$ cat src/sv/dsp_pkg.sv
// Shared types and command codes for the shortest-path engine.
`default_nettype none
package dsp_pkg;
  localparam logic [1:0] CMD_WRITE_SLOT  = 2'd0;
  localparam logic [1:0] CMD_SET_ENABLED = 2'd1;
  localparam logic [1:0] CMD_SEARCH      = 2'd2;
  localparam logic [1:0] CMD_RESERVED    = 2'd3;   // no action, no result

  // width of a path cost; sums saturate at all ones
  localparam int COST_BITS = 21;

  // commands from controller to datapath
  typedef struct packed {
    logic wr_slot;      // write adjacency slot from input beat
    logic wr_en;        // write node enabled flag
    logic init;         // clear search state, seed start
    logic scan_clr;     // reset scan minimum
    logic scan_step;    // examine node at scan index
    logic take_min;     // remove chosen node from frontier
    logic edge_rd;      // issue adjacency read
    logic relax;        // relax edge from read data
    logic walk_init;    // begin walk back from goal
    logic walk_step;    // store path node, follow predecessor
    logic out_load;     // load output register with next path node
    logic out_nf;       // load output register with not-found beat
  } dsp_cmd_t;

  // status from datapath to controller
  typedef struct packed {
    logic endpoints_ok;
    logic scan_done;
    logic have_min;
    logic min_is_goal;
    logic edge_done;
    logic goal_reached;
    logic walk_at_start;
    logic walk_overrun;
    logic emit_done;
  } dsp_stat_t;
endpackage
`default_nettype wire

$ cat src/sv/dsp_ctrl.sv
// Controller state machine sequencing loads, search, walk back and output beats.
`default_nettype none
module dsp_ctrl (
  input  wire logic               clk,
  input  wire logic               rst_n,
  input  wire logic               in_fire,
  input  wire logic [1:0]         in_cmd,
  output logic                    in_ready,
  output logic                    out_valid,
  input  wire logic               out_ready,
  output dsp_pkg::dsp_cmd_t       cmd,
  input  wire dsp_pkg::dsp_stat_t stat
);
  typedef enum logic [10:0] {
    S_IDLE  = 11'b00000000001,
    S_CHECK = 11'b00000000010,
    S_SCAN  = 11'b00000000100,
    S_PICK  = 11'b00000001000,
    S_EREAD = 11'b00000010000,
    S_RELAX = 11'b00000100000,
    S_WALK  = 11'b00001000000,
    S_PRE   = 11'b00010000000,
    S_LOAD  = 11'b00100000000,
    S_SEND  = 11'b01000000000,
    S_NF    = 11'b10000000000
  } state_t;

  state_t state_r, state_nxt;
  logic   ov_r, ov_nxt;

  assign in_ready  = (state_r == S_IDLE) && !ov_r;
  assign out_valid = ov_r;

  always_comb begin
    cmd = '0;
    state_nxt = state_r;
    ov_nxt = ov_r && !out_ready;
    case (state_r)
      S_IDLE: begin
        if (in_fire) begin
          cmd.wr_slot = (in_cmd == dsp_pkg::CMD_WRITE_SLOT);
          cmd.wr_en   = (in_cmd == dsp_pkg::CMD_SET_ENABLED);
          if (in_cmd == dsp_pkg::CMD_SEARCH) begin
            cmd.init = 1'b1; state_nxt = S_CHECK;
          end
        end
      end
      S_CHECK: begin
        cmd.scan_clr = 1'b1;
        state_nxt = stat.endpoints_ok ? S_SCAN : S_NF;
      end
      S_SCAN: begin
        if (stat.scan_done) state_nxt = S_PICK;
        else cmd.scan_step = 1'b1;
      end
      S_PICK: begin
        if (!stat.have_min) state_nxt = stat.goal_reached ? S_WALK : S_NF;
        else begin
          cmd.take_min = 1'b1;
          state_nxt = stat.min_is_goal ? S_WALK : S_EREAD;
        end
        cmd.walk_init = !stat.have_min || stat.min_is_goal;
      end
      S_EREAD: begin
        if (stat.edge_done) begin
          cmd.scan_clr = 1'b1; state_nxt = S_SCAN;
        end else begin
          cmd.edge_rd = 1'b1; state_nxt = S_RELAX;
        end
      end
      S_RELAX: begin
        cmd.relax = 1'b1; state_nxt = S_EREAD;
      end
      S_WALK: begin
        if (stat.walk_overrun) state_nxt = S_NF;
        else begin
          cmd.walk_step = 1'b1;
          if (stat.walk_at_start) state_nxt = S_PRE;
        end
      end
      S_PRE: state_nxt = S_LOAD;   // path buffer read settles
      S_LOAD: begin
        if (!ov_r || out_ready) begin
          cmd.out_load = 1'b1; ov_nxt = 1'b1; state_nxt = S_SEND;
        end
      end
      S_SEND: state_nxt = stat.emit_done ? S_IDLE : S_LOAD;
      S_NF: begin
        if (!ov_r || out_ready) begin
          cmd.out_nf = 1'b1; ov_nxt = 1'b1; state_nxt = S_IDLE;
        end
      end
      default: state_nxt = S_IDLE;
    endcase
  end

  always_ff @(posedge clk) begin
    if (!rst_n) begin
      state_r <= S_IDLE; ov_r <= 1'b0;
    end else begin
      state_r <= state_nxt; ov_r <= ov_nxt;
    end
  end
endmodule
`default_nettype wire

$ cat config.mk
export PLATFORM = sky130hd
export DESIGN_NAME = dsp_ctrl
export DESIGN_NICKNAME = d
export VERILOG_FILES = /design/src/sv/dsp_pkg.sv /design/src/sv/dsp_ctrl.sv
export SDC_FILE = /design/constraint.sdc
export NUM_CORES = 1
export LEC_CHECK = 0
export BUFFER_PORTS_ARGS = -buffer_cell sky130_fd_sc_hd__buf_2
export CORE_UTILIZATION = 44
export DETAILED_ROUTE_END_ITERATION = 10
export GPL_TIMING_DRIVEN = 0
export PLACE_DENSITY = 0.82
export SYNTH_ARGS = -nofsm -noshare
export SYNTH_HDL_FRONTEND = slang
export SYNTH_SLANG_ARGS = --single-unit
$ cat constraint.sdc
create_clock -name clk -period 1.7 [get_ports clk]
set_input_delay 0.17 -clock clk [delete_from_list [all_inputs] [get_ports clk]]
set_output_delay 0.17 -clock clk [all_outputs]
set_load 0.005 [all_outputs]
==> impl_metrics.ini <==
[status]
violations = negative setup slack
status = finished with violations

[cells_and_area]
mostFrequentLayoutCells = buf_2, buf_4, nor2_1, buf_6
final_area_um2 = 1510
synthToLayoutAreaGrowth_pct = 75.6
fin_util_pct = 84.8
drive_gt1_share_pct = 62.2
nFillCells = 93
final_common_cell = buf_2
finalNetCount = 188
diodes = 0

[drt]
viasPerCell = 5.98
drc = 0
wl_per_cell_um = 18.7
final_antenna_net_count = 0
drt_iter0_drc = 46
drt-total-wl_um = 3680
route.vias.total = 1179
dr.pass1.iters = 4

[placement]
place_congestion = 0.809
port_buffers = 28
dp_hpwl_um = 1760
dp_worst_setup_slack_ns = -0.224
dpl-instance-area_um2 = 1030

[job]
maxCapViolations = 0

[pwr]
power_density_nw_per_um2 = 872
ir_drop_mv = 0.828
power_leakage_nw = 0.676

[worst_setup_path]
cp_top_family = simple AND/OR/NAND/NOR gates
crit_required_ns = 1.53
crit_path_start_kind = flop
slowest_stage = dfxtp_4
worst-path-buf-inv = 1
critPathMaxFanout = 5
ff2ff_path_depth = 8
worstPathCellList = nor4_4 -> nand2_2 -> nor2_4 -> nand3_4 -> nor4b_2 -> buf_2
reg2reg_slack_ns = -0.31
arrival_ns = 1.89
regToRegEndpoint = state_r[10]
critPathMaxStageDelay_ns = 0.37
r2r-start = state_r[8]
end_kind = output port
worstSetupPathType = flop to output port

[yosys]
synth_edf_count = 0
synth_flop_cell = dfxtp_1
yosys_warnings = 0
synth_top_area_share_pct = 27.9
avgSynthCellArea_um2 = 7.69
async_flop_share_pct = 0
synth_nets = 127
synth_area_leaders = dfxtp_1, nor2_1, nor4_4
yosysSeqAreaShare_pct = 27.9
yosysTopAreaCell = dfxtp_1
yosysUniqueCellTypes = 39
ys_ff_latch = 12
syn_inst = 112
synth_area_um2 = 861

[timing]
rsz0062_at_grt = true
tightest_slew_ns = 0.369
relSlewSlack_pct = 75.3
fmax_ghz = 0.486
finalMaxSlewViolations = 0
min_period_ns = 2.06
setup_viol = 24
final.setup.worst_slack_ns = -0.356
final.period_utilization_pct = 121
hold_violations = 0
skew_ns = 0.00299
timing.setup.tns_ns = -5.32

[clock_network]
cts_root_buf = clkbuf_4
clk_pin_slew_ns = 0.08
tritoncts.num_buffers = 3
clock_latency_ns = 0.29
cts.sinks = 12
cts_buffer_depth = 2
htree_levels = 1
cts_tree = built
hold_buffers = 0

[worst_hold_path]
min_to = state_r[5]
hold_path.class = input port to flop
hold_start = stat[4]
holdPathStages = 2

[floorplan]
rows = 15
fp.coreArea_um2 = 1780
io-pin-count = 29
dieArea_um2 = 2140
start_util_pct = 48.3
die_w_um = 46.2
die_h_um = 46.2

[grt]
grt_pass1_wl_um = 4400
grt_usage_pct = 29.9
grt_max_degree = 9
grt_overflow = 0
grt_pass1_vias = 983
antenna_found_initial = 0
report_power, final:
group	switching [mW]	internal, mW
clock	0.113	0.131
combinational	0.374	0.381
sequential	0.0226	0.297
total	0.510	0.808
flip-flops by register name, indices dropped and copies added (netlist names):
name and flops:
state_r 11, out_valid 1
worst max-delay path by stage:
| stage | slack, ns | endpoint | from | depth (start not counted) |
|---|---|---|---|---|
| 2_1_floorplan | 0.07 | state_r[10] | state_r[8] | 7 |
| 3_3_place_gp | -0.17 | cmd[10] | state_r[9] | 6 |
| 3_5_place_dp | -0.22 | cmd[10] | state_r[9] | 6 |
| 4_1_cts | -0.23 | cmd[6] | state_r[4] | 6 |
| 5_1_grt | -0.42 | cmd[10] | state_r[4] | 6 |
| 6_report | -0.36 | cmd[10] | state_r[4] | 6 |
Yosys cell counts, drive strengths merged (3+ instances only):
cell type  count
nand2b         3
and2           3
dfxtp         12
nor2          22
or3            4
nor4           3
nand3          5
nand2          9
inv            8
a21oi          6
nor3           7
buf            4
stage by stage:
stage	hold WS (ns)	total power [mW]	instances
final	0.0594	1.32	197
after detailed placement	0.378	0.669	165
after floorplan	0.240	0.566	112
after global routing	0.0593	1.37	197
after global placement	0.369	0.650	165
after CTS	0.0724	1.07	182
what timing repair did:
action	CTS	global route
pin swaps	18	22
endpoints found under the setup margin	23	24
setup buffers	14	19
gates resized for setup	34	27
layout make-up:
class,count,area [µm²],area share [%]
multi-input cells,88,732,48.4
repair buffers,59,408,27.0
flip-flops and latches,12,263,17.4
clock buffers,4,36.3,2.40
well taps,25,31.3,2.07
inverters,8,30.0,1.99
plain buffers,1,11.3,0.745
routing by layer:
metal / global-route usage [%] / wire, µm
met1: 35.5 / 1390
met2: 54.4 / 1870
met3: 3.14 / 303
met4: 11.2 / 116
met5: 0 / 0
cells by family after synthesis:
group,count (synthesis),synth area share [%]
AND/OR/NAND/NOR,67,46.8
multiplexers,2,2.33
buffers and inverters,12,6.54
flip-flops,12,27.9
AO/OA/AOI/OAI,16,13.4
XOR/XNOR,3,3.05
(Power assumes the default switching activity.)
